**src/rtl/crcdf_pkg.sv**
```systemverilog
`timescale 1ns / 1ps

package crcdf_pkg;

  // configuration register indexes
  localparam int unsigned CFG_IDX_W = 3;
  localparam logic [CFG_IDX_W-1:0] CFG_MAGIC_FIRST   = 3'd0;
  localparam logic [CFG_IDX_W-1:0] CFG_MAGIC_SECOND  = 3'd1;
  localparam logic [CFG_IDX_W-1:0] CFG_EXP_VERSION   = 3'd2;
  localparam logic [CFG_IDX_W-1:0] CFG_CRC_SEED      = 3'd3;
  localparam logic [CFG_IDX_W-1:0] CFG_GAP_EXEMPT    = 3'd4;
  localparam int unsigned CFG_DATA_W = 16;

  // reset values of the registers
  localparam logic [7:0]  MAGIC_FIRST_RST  = 8'hAA;
  localparam logic [7:0]  MAGIC_SECOND_RST = 8'h55;
  localparam logic [7:0]  EXP_VERSION_RST  = 8'h01;
  localparam logic [15:0] CRC_SEED_RST     = 16'hFFFF;
  localparam logic [7:0]  GAP_EXEMPT_RST   = 8'h00;

  localparam logic [15:0] CRC_POLY = 16'h1021;

  // event codes on the result channel
  typedef enum logic [1:0] {
    EV_PAYLOAD     = 2'd0,
    EV_FRAME_GOOD  = 2'd1,
    EV_BAD_CRC     = 2'd2,
    EV_BAD_VERSION = 2'd3
  } event_kind_t;

  // one result word
  typedef struct packed {
    logic [1:0]  event_kind;
    logic [7:0]  payload_byte;
    logic [7:0]  payload_index;
    logic        payload_last;
    logic [7:0]  frame_seq;
    logic [7:0]  frame_type;
    logic [7:0]  frame_len;
    logic        seq_gap;
    logic [7:0]  gap_amount;
    logic [15:0] crc_received;
    logic [15:0] crc_computed;
  } result_t;

  // crc-16-ccitt, msb first, one byte
  function automatic logic [15:0] crc_byte(input logic [15:0] crc, input logic [7:0] b);
    logic [15:0] c;
    c = crc ^ {b, 8'h00};
    for (int k = 0; k < 8; k++) begin
      if (c[15]) c = {c[14:0], 1'b0} ^ CRC_POLY;
      else c = {c[14:0], 1'b0};
    end
    return c;
  endfunction

endpackage

```
**src/rtl/crcdf_if.sv**
```systemverilog
`timescale 1ns / 1ps

// received byte channel
interface crcdf_in_if;
  logic       valid;
  logic       ready;
  logic [7:0] rx_byte;
  modport source (output valid, output rx_byte, input ready);
  modport sink (input valid, input rx_byte, output ready);
endinterface

// result channel
interface crcdf_out_if;
  logic        valid;
  logic        ready;
  logic [1:0]  event_kind;
  logic [7:0]  payload_byte;
  logic [7:0]  payload_index;
  logic        payload_last;
  logic [7:0]  frame_seq;
  logic [7:0]  frame_type;
  logic [7:0]  frame_len;
  logic        seq_gap;
  logic [7:0]  gap_amount;
  logic [15:0] crc_received;
  logic [15:0] crc_computed;
  modport source (output valid, output event_kind, output payload_byte, output payload_index,
                  output payload_last, output frame_seq, output frame_type, output frame_len,
                  output seq_gap, output gap_amount, output crc_received,
                  output crc_computed, input ready);
  modport sink (input valid, input event_kind, input payload_byte, input payload_index,
                input payload_last, input frame_seq, input frame_type, input frame_len,
                input seq_gap, input gap_amount, input crc_received,
                input crc_computed, output ready);
endinterface

```
**src/rtl/crc16_frame_deframer.sv**
```systemverilog
`timescale 1ns / 1ps

// channel   direction  contents
// in_ch     sink       rx_byte, one received byte per word
// out_ch    source     event_kind, payload and header fields, crc pair
// cfg_*     write      magic bytes, version, crc seed, exempt type
//
// one byte is taken every cycle while in_ch.ready is high; a result word
// goes to the output register, or to its skid stage while that one is held.
// the parser and the eight-bit crc update sit between the accepted byte and
// those registers. in_ch.ready falls only when both hold words. reset is
// synchronous and puts the parser back into the magic hunt with its state and config registers at defaults.

module crc16_frame_deframer import crcdf_pkg::*; (
  input  logic                  clk,
  input  logic                  rst_n,
  crcdf_in_if.sink              in_ch,
  crcdf_out_if.source           out_ch,
  input  logic                  cfg_we,
  input  logic [CFG_IDX_W-1:0]  cfg_index,
  input  logic [CFG_DATA_W-1:0] cfg_data
);

  typedef enum logic [8:0] {
    PH_MAGIC0  = 9'b000000001,
    PH_MAGIC1  = 9'b000000010,
    PH_VER     = 9'b000000100,
    PH_SEQ     = 9'b000001000,
    PH_TYPE    = 9'b000010000,
    PH_LEN     = 9'b000100000,
    PH_PAYLOAD = 9'b001000000,
    PH_CRC_LO  = 9'b010000000,
    PH_CRC_HI  = 9'b100000000
  } phase_t;

  logic [7:0]  magic_first_r, magic_second_r, exp_version_r, gap_exempt_r;
  logic [15:0] crc_seed_r;

  phase_t      phase_r, phase_nxt;
  logic [7:0]  held_seq_r, held_seq_nxt;
  logic [7:0]  held_type_r, held_type_nxt;
  logic [7:0]  held_len_r, held_len_nxt;
  logic [7:0]  pay_cnt_r, pay_cnt_nxt;
  logic [15:0] run_crc_r, run_crc_nxt;
  logic [7:0]  crc_lo_r, crc_lo_nxt;
  logic        seq_valid_r, seq_valid_nxt;
  logic [7:0]  last_seq_r, last_seq_nxt;

  logic        accept;
  logic        res_valid;
  result_t     res;
  logic        buf_ready;
  logic [7:0]  b;
  logic [15:0] crc_in, crc_upd;
  logic [15:0] rx_crc;
  logic [7:0]  expect_seq;
  logic        is_last;

  assign in_ch.ready = buf_ready;
  assign accept      = in_ch.valid && buf_ready;
  assign b           = in_ch.rx_byte;

  // configuration registers
  always_ff @(posedge clk) begin
    if (!rst_n) begin
      magic_first_r  <= MAGIC_FIRST_RST;
      magic_second_r <= MAGIC_SECOND_RST;
      exp_version_r  <= EXP_VERSION_RST;
      crc_seed_r     <= CRC_SEED_RST;
      gap_exempt_r   <= GAP_EXEMPT_RST;
    end else if (cfg_we) begin
      case (cfg_index)
        CFG_MAGIC_FIRST:  magic_first_r  <= cfg_data[7:0];
        CFG_MAGIC_SECOND: magic_second_r <= cfg_data[7:0];
        CFG_EXP_VERSION:  exp_version_r  <= cfg_data[7:0];
        CFG_CRC_SEED:     crc_seed_r     <= cfg_data;
        CFG_GAP_EXEMPT:   gap_exempt_r   <= cfg_data[7:0];
        default: ;
      endcase
    end
  end

  // crc update, seeded on the version byte
  assign crc_in     = (phase_r == PH_VER) ? crc_seed_r : run_crc_r;
  assign crc_upd    = crc_byte(crc_in, b);
  assign rx_crc     = {b, crc_lo_r};
  assign expect_seq = last_seq_r + 8'd1;
  assign is_last    = ({1'b0, pay_cnt_r} + 9'd1) >= {1'b0, held_len_r};

  // frame parser
  always_comb begin
    phase_nxt     = phase_r;
    held_seq_nxt  = held_seq_r;
    held_type_nxt = held_type_r;
    held_len_nxt  = held_len_r;
    pay_cnt_nxt   = pay_cnt_r;
    run_crc_nxt   = run_crc_r;
    crc_lo_nxt    = crc_lo_r;
    seq_valid_nxt = seq_valid_r;
    last_seq_nxt  = last_seq_r;
    res_valid     = 1'b0;
    res           = '0;
    case (phase_r)
      PH_MAGIC1: begin
        if (b == magic_second_r) phase_nxt = PH_VER;
        else if (b == magic_first_r) phase_nxt = PH_MAGIC1;
        else phase_nxt = PH_MAGIC0;
      end
      PH_VER: begin
        if (b != exp_version_r) begin
          phase_nxt      = PH_MAGIC0;
          res_valid      = 1'b1;
          res.event_kind = EV_BAD_VERSION;
        end else begin
          run_crc_nxt = crc_upd;
          phase_nxt   = PH_SEQ;
        end
      end
      PH_SEQ: begin
        held_seq_nxt = b;
        run_crc_nxt  = crc_upd;
        phase_nxt    = PH_TYPE;
      end
      PH_TYPE: begin
        held_type_nxt = b;
        run_crc_nxt   = crc_upd;
        phase_nxt     = PH_LEN;
      end
      PH_LEN: begin
        held_len_nxt = b;
        run_crc_nxt  = crc_upd;
        pay_cnt_nxt  = 8'd0;
        phase_nxt    = (b == 8'd0) ? PH_CRC_LO : PH_PAYLOAD;
      end
      PH_PAYLOAD: begin
        run_crc_nxt       = crc_upd;
        res_valid         = 1'b1;
        res.event_kind    = EV_PAYLOAD;
        res.payload_byte  = b;
        res.payload_index = pay_cnt_r;
        res.payload_last  = is_last;
        res.frame_seq     = held_seq_r;
        res.frame_type    = held_type_r;
        res.frame_len     = held_len_r;
        pay_cnt_nxt       = pay_cnt_r + 8'd1;
        if (is_last) phase_nxt = PH_CRC_LO;
      end
      PH_CRC_LO: begin
        crc_lo_nxt = b;
        phase_nxt  = PH_CRC_HI;
      end
      PH_CRC_HI: begin
        res_valid        = 1'b1;
        res.frame_seq    = held_seq_r;
        res.frame_type   = held_type_r;
        res.frame_len    = held_len_r;
        res.crc_received = rx_crc;
        res.crc_computed = run_crc_r;
        if (rx_crc == run_crc_r) begin
          res.event_kind = EV_FRAME_GOOD;
          // sequence tracking on good frames of tracked types
          if (held_type_r != gap_exempt_r) begin
            if (seq_valid_r && held_seq_r != expect_seq) begin
              res.seq_gap    = 1'b1;
              res.gap_amount = held_seq_r - expect_seq;
            end
            last_seq_nxt  = held_seq_r;
            seq_valid_nxt = 1'b1;
          end
        end else begin
          res.event_kind = EV_BAD_CRC;
        end
        phase_nxt   = PH_MAGIC0;
        pay_cnt_nxt = 8'd0;
      end
      default: begin
        phase_nxt = (b == magic_first_r) ? PH_MAGIC1 : PH_MAGIC0;
      end
    endcase
  end

  // parser state
  always_ff @(posedge clk) begin
    if (!rst_n) begin
      phase_r     <= PH_MAGIC0;
      held_seq_r  <= 8'd0;
      held_type_r <= 8'd0;
      held_len_r  <= 8'd0;
      pay_cnt_r   <= 8'd0;
      run_crc_r   <= CRC_SEED_RST;
      crc_lo_r    <= 8'd0;
      seq_valid_r <= 1'b0;
      last_seq_r  <= 8'd0;
    end else if (accept) begin
      phase_r     <= phase_nxt;
      held_seq_r  <= held_seq_nxt;
      held_type_r <= held_type_nxt;
      held_len_r  <= held_len_nxt;
      pay_cnt_r   <= pay_cnt_nxt;
      run_crc_r   <= run_crc_nxt;
      crc_lo_r    <= crc_lo_nxt;
      seq_valid_r <= seq_valid_nxt;
      last_seq_r  <= last_seq_nxt;
    end
  end

  // result register with skid stage
  crcdf_out_buf u_out_buf (
    .clk      (clk),
    .rst_n    (rst_n),
    .wr_valid (accept && res_valid),
    .wr_ready (buf_ready),
    .wr_data  (res),
    .out_ch   (out_ch)
  );

endmodule

```
**src/rtl/crcdf_out_buf.sv**
```systemverilog
`timescale 1ns / 1ps

module crcdf_out_buf import crcdf_pkg::*; (
  input  logic       clk,
  input  logic       rst_n,
  input  logic       wr_valid,
  output logic       wr_ready,
  input  result_t    wr_data,
  crcdf_out_if.source out_ch
);

  logic    out_valid_r, out_valid_nxt;
  logic    skid_valid_r, skid_valid_nxt;
  result_t out_data_r, out_data_nxt;
  result_t skid_data_r, skid_data_nxt;
  logic    pop;

  // room as long as the skid stage is empty
  assign wr_ready = !skid_valid_r;
  assign pop      = out_valid_r && out_ch.ready;

  always_comb begin
    out_valid_nxt  = out_valid_r;
    skid_valid_nxt = skid_valid_r;
    out_data_nxt   = out_data_r;
    skid_data_nxt  = skid_data_r;
    if (!out_valid_r || pop) begin
      if (skid_valid_r) begin
        out_valid_nxt  = 1'b1;
        out_data_nxt   = skid_data_r;
        skid_valid_nxt = 1'b0;
      end else begin
        out_valid_nxt = wr_valid;
        out_data_nxt  = wr_data;
      end
    end else if (wr_valid && !skid_valid_r) begin
      skid_valid_nxt = 1'b1;
      skid_data_nxt  = wr_data;
    end
  end

  always_ff @(posedge clk) begin
    if (!rst_n) begin
      out_valid_r  <= 1'b0;
      skid_valid_r <= 1'b0;
    end else begin
      out_valid_r  <= out_valid_nxt;
      skid_valid_r <= skid_valid_nxt;
    end
    out_data_r  <= out_data_nxt;
    skid_data_r <= skid_data_nxt;
  end

  // drive the result channel from the head register
  assign out_ch.valid         = out_valid_r;
  assign out_ch.event_kind    = out_data_r.event_kind;
  assign out_ch.payload_byte  = out_data_r.payload_byte;
  assign out_ch.payload_index = out_data_r.payload_index;
  assign out_ch.payload_last  = out_data_r.payload_last;
  assign out_ch.frame_seq     = out_data_r.frame_seq;
  assign out_ch.frame_type    = out_data_r.frame_type;
  assign out_ch.frame_len     = out_data_r.frame_len;
  assign out_ch.seq_gap       = out_data_r.seq_gap;
  assign out_ch.gap_amount    = out_data_r.gap_amount;
  assign out_ch.crc_received  = out_data_r.crc_received;
  assign out_ch.crc_computed  = out_data_r.crc_computed;

endmodule

```
**src/flat_wrapper.sv**
```systemverilog
// flat-port wrapper written by rule: the top's interface ports become plain ports
module crc16_frame_deframer_flat import crcdf_pkg::*;
  (clk, rst_n, cfg_we, cfg_index, cfg_data, in_ch_valid, in_ch_rx_byte, in_ch_ready, out_ch_valid, out_ch_event_kind, out_ch_payload_byte, out_ch_payload_index, out_ch_payload_last, out_ch_frame_seq, out_ch_frame_type, out_ch_frame_len, out_ch_seq_gap, out_ch_gap_amount, out_ch_crc_received, out_ch_crc_computed, out_ch_ready);
  crcdf_in_if in_ch_i ();
  crcdf_out_if out_ch_i ();
  input  logic clk;
  input  logic rst_n;
  input  logic cfg_we;
  input  logic [CFG_IDX_W-1:0] cfg_index;
  input  logic [CFG_DATA_W-1:0] cfg_data;
  input wire logic [$bits(in_ch_i.valid)-1:0] in_ch_valid;
  input wire logic [$bits(in_ch_i.rx_byte)-1:0] in_ch_rx_byte;
  output wire logic [$bits(in_ch_i.ready)-1:0] in_ch_ready;
  output wire logic [$bits(out_ch_i.valid)-1:0] out_ch_valid;
  output wire logic [$bits(out_ch_i.event_kind)-1:0] out_ch_event_kind;
  output wire logic [$bits(out_ch_i.payload_byte)-1:0] out_ch_payload_byte;
  output wire logic [$bits(out_ch_i.payload_index)-1:0] out_ch_payload_index;
  output wire logic [$bits(out_ch_i.payload_last)-1:0] out_ch_payload_last;
  output wire logic [$bits(out_ch_i.frame_seq)-1:0] out_ch_frame_seq;
  output wire logic [$bits(out_ch_i.frame_type)-1:0] out_ch_frame_type;
  output wire logic [$bits(out_ch_i.frame_len)-1:0] out_ch_frame_len;
  output wire logic [$bits(out_ch_i.seq_gap)-1:0] out_ch_seq_gap;
  output wire logic [$bits(out_ch_i.gap_amount)-1:0] out_ch_gap_amount;
  output wire logic [$bits(out_ch_i.crc_received)-1:0] out_ch_crc_received;
  output wire logic [$bits(out_ch_i.crc_computed)-1:0] out_ch_crc_computed;
  input wire logic [$bits(out_ch_i.ready)-1:0] out_ch_ready;
  assign in_ch_i.valid = in_ch_valid;
  assign in_ch_i.rx_byte = in_ch_rx_byte;
  assign in_ch_ready = in_ch_i.ready;
  assign out_ch_valid = out_ch_i.valid;
  assign out_ch_event_kind = out_ch_i.event_kind;
  assign out_ch_payload_byte = out_ch_i.payload_byte;
  assign out_ch_payload_index = out_ch_i.payload_index;
  assign out_ch_payload_last = out_ch_i.payload_last;
  assign out_ch_frame_seq = out_ch_i.frame_seq;
  assign out_ch_frame_type = out_ch_i.frame_type;
  assign out_ch_frame_len = out_ch_i.frame_len;
  assign out_ch_seq_gap = out_ch_i.seq_gap;
  assign out_ch_gap_amount = out_ch_i.gap_amount;
  assign out_ch_crc_received = out_ch_i.crc_received;
  assign out_ch_crc_computed = out_ch_i.crc_computed;
  assign out_ch_i.ready = out_ch_ready;
  crc16_frame_deframer u_core (.clk(clk), .rst_n(rst_n), .in_ch(in_ch_i), .out_ch(out_ch_i), .cfg_we(cfg_we), .cfg_index(cfg_index), .cfg_data(cfg_data));
endmodule
```
**config.mk**
```make
export PLATFORM = sky130hd
export DESIGN_NAME = crc16_frame_deframer_flat
export DESIGN_NICKNAME = d
export VERILOG_FILES = /design/src/rtl/crcdf_pkg.sv /design/src/rtl/crcdf_if.sv /design/src/rtl/crc16_frame_deframer.sv /design/src/rtl/crcdf_out_buf.sv /design/src/flat_wrapper.sv
export SDC_FILE = /design/constraint.sdc
export NUM_CORES = 1
export LEC_CHECK = 0
export BUFFER_PORTS_ARGS = -buffer_cell sky130_fd_sc_hd__buf_4
export CAP_MARGIN = 20
export CORE_MARGIN = 1.5
export CORE_UTILIZATION = 64
export CTS_CLUSTER_DIAMETER = 100
export DETAILED_ROUTE_END_ITERATION = 7
export PLACE_DENSITY_LB_ADDON = 0.2
export SETUP_SLACK_MARGIN = 0.1
export SYNTH_ARGS = -nofsm -noshare
export SYNTH_HDL_FRONTEND = slang
export SYNTH_SLANG_ARGS = --single-unit
```
**constraint.sdc**
```tcl
create_clock -name clk -period 14.6 [get_ports clk]
set_input_delay 2.92 -clock clk [delete_from_list [all_inputs] [get_ports clk]]
set_output_delay 2.92 -clock clk [all_outputs]
set_load 0.05 [all_outputs]
```
==> impl_metrics.tcl, run 1 <==
set metrics [dict create \
    wl_per_cell_um 18.0 \
    synth_nets 1305 \
    slowest_delay_ps 750 \
    crit_slowest_cell "buf_4" \
    fin_cells 1629 \
    synth_common_cells "nand2_1 (237), edfxtp_1 (168), dfxtp_1 (124)" \
    drive_above_1_share 0.171 \
    cp-end-kind "flip-flop" \
    grt_pass1_vias 8844 \
    ant_nets 0 \
    cp_max_fo 66 \
    yosys-top-cells-area "edfxtp_1 (38%), dfxtp_1 (18%), nand2_1 (6.6%)" \
    fp.coreArea_um2 20400 \
    cts_setup_buffers 0 \
    period_needed_ps 5030 \
    ctsResizeCount 0 \
    drt-total-wl_um 29300 \
    fmax_ghz 0.199 \
    power_density_nw_per_um2 106 \
    cp.buffers_inverters 2 \
    finalMaxSlewViolations 0 \
    cp_top_family "buffers and inverters" \
    cts-root-buf "clkbuf_16" \
    max-clock-path-buffers 3 \
    fin_util 0.747 \
    syn_inst 1255 \
    clkTransAtPathRegs_ps 60 \
    rsz0062_at_grt "no" \
    cts.sinks 292 \
    fin_skew_ps 17.5 \
    clkLatencyLatePin_ps 540 \
    synth_cell_types 75 \
    synth_ff_type "edfxtp_1" \
    die_h_um 148 \
    hold_path.class "reg2reg" \
    syn_avg_cell_area_um2 10.7 \
    crit_required_ps 14760 \
    vias 9472 \
    post-dp-hpwl_um 19600 \
    placed_cell_area_um2 14400 \
    grt_pass1_wl_um 46500 \
    slew_headroom 0.368 \
    synthToLayoutAreaGrowth_pct 13.6 \
    gp_congestion 0.897 \
    yosys_warnings 0 \
    track_usage 0.269 \
    synth_seq_cells 292 \
    syn_area_um2 13400 \
    n_antenna_cell 0 \
    cap_violations 0 \
    hold_buffers 0 \
    startpoint_type "primary input" \
    die_area_um2 21900 \
    cts_tree "built" \
    synth-edff-count 168 \
    synth_top_cell_by_area "edfxtp_1" \
    critical_path_arrival_ps 5190 \
    p_total_mw 1.62 \
    max-vdd-ir-drop_mv 0.0872 \
    stdcell_area_um2 15300 \
    period_share 0.345 \
    path_cells "buf_4 > xnor2_1 > nand4_1 > o21ai_2 > nand2_1 > nand2_1 > nor2_4 > buf_4" \
    synth_seq_area_share 0.560 \
    fill_cells 1442 \
    setup_violations 0 \
    fp.dieW_um 148 \
    drtPass1Iterations 6 \
    ys_async_sr_fraction 0 \
    antenna_found_initial 0 \
    hold_violations 0 \
    h-tree-depth 1 \
    p_leak_nw 6.40 \
    num_rows 52 \
    grt_max_degree 87 \
    synth_top_area_share 0.375 \
    status "completed" \
    worst_pin_slew_ps 948 \
    critical_path_class "in2reg" \
    start_util 0.658 \
    yosysMostFrequentCell "nand2_1" \
    io_buffers 117 \
    drc 0 \
    overflow 0 \
    vias_per_cell 5.81 \
    num_io_pins 118 \
    placedCellCount 1576 \
    numCtsBuffers 28 \
    final_nets 1387 \
    setup_tns_ps 0 \
    drt-initial-drc-count 794 \
]
tightest hold or removal path, stage by stage, from the launching register on:
cell and delay [ps]:
dfxtp_1 320, nand2_1 60, a21oi_1 50
cells by family (layout without fill, tap and decap cells):
| family | Yosys count | after routing | share of synthesized area |
|---|---|---|---|
| buffers and inverters | 95 | 199 | 0.0337 |
| adders and majority gates | 18 | 18 | 0.0173 |
| xor gates and xnor gates | 77 | 77 | 0.0522 |
| muxes | 82 | 82 | 0.0643 |
| and+or+nand+nor | 541 | 541 | 0.197 |
| DFF | 292 | 292 | 0.560 |
| AOI/OAI and AO/OA | 150 | 150 | 0.0757 |
metal layers:
metal | share of wire | GRT usage | wire (µm)
met2 | 0.47 | 0.438 | 13900
met5 | 0 | 0 | 0
met1 | 0.44 | 0.383 | 13000
met3 | 0.066 | 0.0367 | 1930
met4 | 0.017 | 0.0678 | 488
layout by cell type, fill, tap and decap left out, types with 11 or more instances in the layout:
cell type / netlist / final
mux2i_1: 48 / 48
clkbuf_16: 0 / 30
nand4_1: 16 / 16
nor2_1: 88 / 87
edfxtp_1: 168 / 168
xnor2_1: 49 / 49
and2_1: 66 / 66
nand2_1: 237 / 237
dfxtp_1: 124 / 123
ha_1: 17 / 17
nor3_1: 11 / 11
o21ai_0: 25 / 25
clkbuf_1: 54 / 13
nand2b_1: 13 / 12
nor2b_1: 19 / 19
nand3_1: 36 / 36
inv_1: 19 / 18
a21oi_1: 46 / 46
mux2_2: 34 / 34
buf_4: 2 / 126
o31ai_1: 18 / 18
xor2_1: 26 / 26
report_power, final:
part           switching [mW]  internal [mW]  leakage (nW)
registers             0.00308          0.865          2.89
logic                  0.0320         0.0200          3.07
clock network           0.294          0.410         0.436
metrics by stage:
stage               hold slack (ps)  setup slack, ps
floorplan                       432             5380
global placement                453             9120
detailed placement              459             9070
CTS                             469             9590
global route                    495             9400
finish                          469             9570
flip-flops by register name (all words and copies together), names as in the netlist, 9 cells and up:
signal                                flops
u_core.phase_r                            9
u_core.u_out_buf.out_ch.crc_computed     16
u_core.u_out_buf.skid_data_r             84
u_core.run_crc_r                         16
u_core.crc_seed_r                        16
u_core.u_out_buf.out_ch.crc_received     16
worst paths after layout:
path | start | to | slack, ps | depth (start not counted)
worst min register to register | u_core.magic_first_r[0] | u_core.magic_first_r[0] | 470 | 2
worst max-delay path | in_ch_rx_byte[6] | u_core.u_out_buf.skid_data_r[40] | 9570 | 8
worst min-delay path | u_core.magic_first_r[0] | u_core.magic_first_r[0] | 470 | 2
worst max register to register | u_core.phase_r[0] | u_core.u_out_buf.skid_data_r[40] | 10540 | 6
layout make-up:
type                            count  area (µm²)  area share
Clock buffer                       47         846      0.0554
Inverter                           20        75.1     0.00492
Multi-Input combinational cell    868        5480       0.359
Clock inverter                      5        47.5     0.00311
Tap cell                          270         338      0.0221
Timing Repair Buffer              127         957      0.0627
Sequential cell                   292        7530       0.493
Note: power is estimated with default switching activity, not from simulation.
==> inputs of run 2 (changes only) <==
--- a/config.mk
+++ b/config.mk
@@ -5,10 +5,11 @@
 export SDC_FILE = /design/constraint.sdc
 export NUM_CORES = 1
 export LEC_CHECK = 0
+export ABC_AREA = 1
 export BUFFER_PORTS_ARGS = -buffer_cell sky130_fd_sc_hd__buf_4
 export CAP_MARGIN = 20
 export CORE_MARGIN = 1.5
-export CORE_UTILIZATION = 64
+export CORE_UTILIZATION = 54
 export CTS_CLUSTER_DIAMETER = 100
 export DETAILED_ROUTE_END_ITERATION = 7
 export PLACE_DENSITY_LB_ADDON = 0.2
==> constraint.sdc (replaced) <==
create_clock -name clk -period 4.05 [get_ports clk]
set_input_delay 0.81 -clock clk [delete_from_list [all_inputs] [get_ports clk]]
set_output_delay 0.81 -clock clk [all_outputs]
set_load 0.05 [all_outputs]
==> run 2 against run 1 <==
Against the previous run:
- clock power grew to 3.7 times the previous value
- die area grew 20%
- core utilization shrank 11 points
- synthesized cell count grew 27%
- hold slack lost 6.7 ps
- final cell count grew 26%
==> impl_metrics.tcl, run 2 <==
set metrics [dict create \
    finalMaxSlewViolations 0 \
    hold_violations 0 \
    gp_congestion 0.898 \
    largest_register_ffs 84 \
    pwr-share-clk 0.431 \
    antenna_found_initial 0 \
    num_io_pins 118 \
    p_leak_nw 7.05 \
    start_util 0.555 \
    hold_buffers 0 \
    syn_avg_cell_area_um2 8.53 \
    synth_xor_area_frac 0.0386 \
    max-vdd-ir-drop_mv 0.240 \
    startpoint_type "flip-flop" \
    synth_top_family_by_area "simple AND/OR/NAND/NOR gates" \
    synth_simple_gate_area_share 0.256 \
    synth_top_cell_by_area "edfxtp_1" \
    drt-initial-drc-count 961 \
    h-tree-depth 1 \
    grt_max_degree 91 \
    critical_path_arrival_ps 2900 \
    cp_max_fo 36 \
    drtPass1Iterations 6 \
    synthMuxAreaShare 0 \
    fin_cells 2048 \
    placedCellCount 1992 \
    synth_nets 1647 \
    hold_path.class "reg2reg" \
    intPower_mw 4.69 \
    final_cell_mix "nand2_1 (472), nor2_1 (185), edfxtp_1 (168)" \
    synth_cell_types 35 \
    max-clock-path-buffers 3 \
    pwr-share-seq 0.523 \
    reg2regPathDepth 9 \
    clkTransAtPathRegs_ps 60 \
    grt_use_met3 0.0299 \
    use_met1 0.368 \
    drive_above_1_share 0.127 \
    drc 0 \
    swShare 0.220 \
    die_area_um2 26200 \
    wl_per_cell_um 16.0 \
    switchingPower_mw 1.32 \
    numCtsBuffers 30 \
    rsz0062_at_grt "no" \
    period_share 0.668 \
    io_buffers 117 \
    busiest_layer "met2" \
    synthToLayoutAreaGrowth_pct 14.8 \
    synth_common_cells "nand2_1 (472), nor2_1 (187), edfxtp_1 (168)" \
    ctsResizeCount 0 \
    top_register "u_core.u_out_buf.skid_data_r" \
    critical_path_class "reg2reg" \
    synth-edff-count 168 \
    cts_setup_buffers 0 \
    crit_required_ps 4250 \
    setup_tns_ps 0 \
    combPwrFrac 0.046 \
    fmax_ghz 0.370 \
    cap_violations 0 \
    syn_inst 1597 \
    grt_pass1_vias 10216 \
    setup_violations 0 \
    n_antenna_cell 0 \
    post-dp-hpwl_um 22900 \
    fp.dieW_um 162 \
    period_needed_ps 2710 \
    reg2reg_to "u_core.u_out_buf.skid_data_r[54]" \
    whs_path_depth 2 \
    r2r_slack_ps 1340 \
    fp.coreArea_um2 24500 \
    fin_skew_ps 10.8 \
    vias 10929 \
    worst_pin_slew_ps 1000 \
    cts.sinks 292 \
    slew_headroom 0.332 \
    track_usage 0.252 \
    syn_area_um2 13600 \
    ant_nets 0 \
    holdCritStartpoint "u_core.crc_seed_r[1]" \
    holdPathEnd "u_core.crc_seed_r[1]" \
    drt-total-wl_um 32700 \
    cts_tree "built" \
    yosys_warnings 0 \
    cts-root-buf "clkbuf_16" \
    synth_ff_type "edfxtp_1" \
    ys_async_sr_fraction 0 \
    overflow 0 \
    die_h_um 162 \
    grt_pass1_wl_um 52900 \
    power_density_nw_per_um2 385 \
    status "completed" \
    num_rows 57 \
    synth_seq_cells 292 \
    synth_seq_area_share 0.553 \
    fill_cells 2166 \
    cp-end-kind "flip-flop" \
    synth_compound_area_frac 0.0746 \
    final_common_cell "nand2_1" \
    synthAdderAreaFrac 0.0171 \
    vias_per_cell 5.34 \
    startpoint "u_core.phase_r[8]" \
    clkLatencyLatePin_ps 550 \
    rr_startpoint "u_core.phase_r[8]" \
    yosys-top-cells-area "edfxtp_1 (37%), dfxtp_1 (18%), nand2_1 (13%)" \
    yosysMostFrequentCell "nand2_1" \
    synth_top_area_share 0.370 \
    grtUsageMet2 0.400 \
    final_nets 1750 \
]
run 2: cell types whose count changed in the layout (fill, tap and decap cells not counted), sizes merged, moves of 16 or more:
| cell | change |
|---|---|
| nor2 | +116 |
| nand2 | +243 |
| nand3 | +77 |
| a21oi | +45 |
| and2 | -67 |
| nor2b | -19 |
| inv | +121 |
| xnor2 | -22 |
| mux2i | -48 |
| mux2 | -34 |
| o21ai | +69 |
| o31ai | -16 |
run 2: metrics by stage:
step	utilization	hold slack, ps	power, mW	setup slack, ps	area, µm²
final	0.637	462	6.02	1340	15600
after global routing	0.637	487	6.20	1080	15600
after CTS	0.637	463	6.05	1320	15600
after detailed placement	0.600	448	3.48	1100	14700
after global placement	0.600	444	3.48	1140	14700
after floorplan	-	429	3.39	-32.2	13600
run 2: how the worst max path moves through the flow:
stage / slack (ps) / cells after the start / endpoint
floorplan: -30 / 3 / u_core.u_out_buf.skid_data_r[0]
global placement: 1140 / 10 / u_core.u_out_buf.skid_data_r[54]
detailed placement: 1100 / 10 / u_core.u_out_buf.skid_data_r[54]
CTS: 1320 / 9 / u_core.u_out_buf.skid_data_r[54]
global route: 1080 / 16 / u_core.phase_r[0]
finish: 1340 / 9 / u_core.u_out_buf.skid_data_r[54]
run 2: cells by family after synthesis:
logic type | Yosys count
fa+ha+maj | 18
buf+inv | 201
compound gates | 197
simple gates | 829
xor+xnor | 60
flops | 292
run 2: final cells by class:
class / count / area, µm² / area share
clock inverters: 17 / 108 / 0.00688
flip-flops and latches: 292 / 7530 / 0.481
multi-input cells: 1104 / 5270 / 0.337
clock buffers: 39 / 816 / 0.0522
well taps: 324 / 405 / 0.0259
inverters: 142 / 537 / 0.0343
repair buffers: 130 / 976 / 0.0624
run 2: power by group through the flow:
stage / Sequential (mW) / Combinational (mW) / Clock (mW)
floorplan: 3.22 / 0.174 / 0
global placement: 3.21 / 0.268 / 0
detailed placement: 3.21 / 0.272 / 0
CTS: 3.15 / 0.274 / 2.63
global route: 3.15 / 0.306 / 2.75
finish: 3.15 / 0.277 / 2.59
run 2: critical path, cell delays in order (launching register included):
cell and delay (ps):
dfxtp_1 370, inv_2 170, nand3_2 130, nor2_4 90, buf_4 350, nand2_2 160
nand2_1 80, nand2_1 90, nor2_4 410, buf_4 480
run 2: per-layer routing:
metal	wire length (µm)	up-vias
met2	14700	374
met4	642	0
met3	2090	49
met5	0	-
li1	-	5414
met1	15300	5092
==> inputs of run 3 (changes only) <==
==> constraint.sdc (replaced) <==
create_clock -name clk -period 2.3 [get_ports clk]
set_input_delay 0.46 -clock clk [delete_from_list [all_inputs] [get_ports clk]]
set_output_delay 0.46 -clock clk [all_outputs]
set_load 0.05 [all_outputs]
==> run 3 against run 2 <==
Against the previous run:
- total power increased by 75%
- setup slack got worse by 1300 ps
- final area grew 4.1%
- core utilization up 2.6 points
- count of clock-buffer cells in the layout unchanged
- largest power group unchanged
- highest routed layer unchanged
==> impl_metrics.tcl, run 3 (synthesis gave the netlist of run 2 again) <==
set metrics [dict create \
    fp.coreArea_um2 24500 \
    busiest_layer "met2" \
    reg2regPathDepth 13 \
    cap_violations 0 \
    setup_tns_ps 0 \
    finalMaxSlewViolations 0 \
    whs_path_depth 3 \
    grtUsageMet2 0.404 \
    fin_skew_ps 8.47 \
    pre_cts_slack_ps -59.8 \
    clkLatencyLatePin_ps 550 \
    die_area_um2 26200 \
    clkTransAtPathRegs_ps 60 \
    max-vdd-ir-drop_mv 0.477 \
    wl_per_cell_um 16.4 \
    numCtsBuffers 30 \
    grt_pass1_vias 10221 \
    use_met1 0.366 \
    gp_congestion 0.925 \
    fill_cells 2035 \
    vias 11207 \
    rr_startpoint "u_core.pay_cnt_r[1]" \
    cts_tree "built" \
    multi_input_area_um2 5520 \
    grt_pass1_wl_um 53700 \
    cts.sinks 292 \
    status "completed" \
    intPower_mw 8.17 \
    crit_required_ps 2700 \
    startpoint_type "flip-flop" \
    startpoint "u_core.pay_cnt_r[1]" \
    largest_register_ffs 84 \
    cp_max_fo 5 \
    synthToLayoutAreaGrowth_pct 19.5 \
    fin_cells 2092 \
    period_needed_ps 2290 \
    endpoint "u_core.phase_r[0]" \
    n_antenna_cell 0 \
    worst_pin_slew_ps 718 \
    final_common_cell "nand2_1" \
    fp.dieW_um 162 \
    seq_area_um2 7550 \
    track_usage 0.258 \
    setup_violations 0 \
    reg2reg_to "u_core.phase_r[0]" \
    power_density_nw_per_um2 648 \
    final_cell_mix "nand2_1 (462), nor2_1 (180), edfxtp_1 (168)" \
    antenna_found_initial 0 \
    slew_headroom 0.520 \
    cp-end-kind "flip-flop" \
    worst_slack_ps 6.89 \
    drtPass1Iterations 5 \
    final_nets 1794 \
    critical_path_class "reg2reg" \
    fmax_ghz 0.436 \
    drt-initial-drc-count 914 \
    drc 0 \
    num_rows 57 \
    switchingPower_mw 2.38 \
    r2r_slack_ps 7 \
    max-clock-path-buffers 3 \
    die_h_um 162 \
    pwr-share-clk 0.424 \
    drive_above_1_share 0.178 \
    critical_path_arrival_ps 2690 \
    grt_use_met3 0.0350 \
    rsz0062_at_grt "yes" \
    placedCellCount 2025 \
    top_register "u_core.u_out_buf.skid_data_r" \
    drt-total-wl_um 34300 \
    hold_path.class "in2reg" \
    hold_buffers 0 \
    h-tree-depth 1 \
    p_leak_nw 7.32 \
    grt_max_degree 87 \
    period_share 0.997 \
    num_io_pins 118 \
    vias_per_cell 5.36 \
    hold_violations 0 \
    pwr-share-seq 0.525 \
    overflow 0 \
    post-dp-hpwl_um 23400 \
    ant_nets 0 \
    combPwrFrac 0.051 \
    cts-root-buf "clkbuf_16" \
    swShare 0.225 \
    start_util 0.555 \
    io_buffers 117 \
]
==> run 3: critical path, stage by stage (launching register included) <==
cell and delay [ps]:
dfxtp_2 350, buf_4 120, nand4_1 170, nor3_2 190
xor2_1 240, ha_1 320, nand3_2 110, nor2_2 50
nor2_4 140, nand4_4 130, nand2_4 140, inv_4 60
nand2_1 60, nand3_1 60
==> run 3: layout make-up <==
cell class | count | area share
sequential | 292 | 0.464
multi-input combinational | 1105 | 0.339
timing repair buffer | 173 | 0.0843
clock buffer | 39 | 0.0501
inverter | 142 | 0.0331
tap | 324 | 0.0249
clock inverter | 17 | 0.00522
==> run 3: layer usage <==
metal	vias to the layer above	routed length (µm)
li1	5503	-
met4	0	1240
met3	74	2530
met5	-	0
met2	430	15200
met1	5200	15300
==> run 3: worst min-delay path by stage <==
stage	startpoint	to	slack, ps
4_1_cts	cfg_data[8]	u_core.crc_seed_r[8]	130
6_report	cfg_data[8]	u_core.crc_seed_r[8]	140
5_1_grt	cfg_data[9]	u_core.crc_seed_r[9]	140
2_1_floorplan	u_core.crc_seed_r[0]	u_core.crc_seed_r[0]	430
3_3_place_gp	u_core.crc_seed_r[2]	u_core.crc_seed_r[2]	440
3_5_place_dp	u_core.crc_seed_r[0]	u_core.crc_seed_r[0]	460
==> run 3: power by group through the flow <==
stage / logic (mW) / registers [mW] / clock network (mW)
floorplan: 0.307 / 5.66 / 0
global placement: 0.515 / 5.65 / 0
detailed placement: 0.522 / 5.65 / 0
CTS: 0.526 / 5.54 / 4.53
global route: 0.584 / 5.54 / 4.75
finish: 0.538 / 5.54 / 4.48
==> run 3: metrics by stage <==
stage	total power [mW]	instance area, µm²	util	hold WS (ps)
2_1_floorplan	5.97	13700	-	429
3_3_place_gp	6.16	15100	0.614	444
3_5_place_dp	6.17	15100	0.614	461
4_1_cts	10.6	16100	0.654	130
5_1_grt	10.9	16300	0.664	140
6_report	10.6	16300	0.664	144
==> run 3: timing repair <==
| item | CTS | global route |
|---|---|---|
| gates cloned | 0 | 1 |
| setup buffers | 5 | 5 |
| gates resized for setup | 13 | 51 |
| endpoints found under the setup margin | 25 | 38 |
| pin swaps | 18 | 25 |
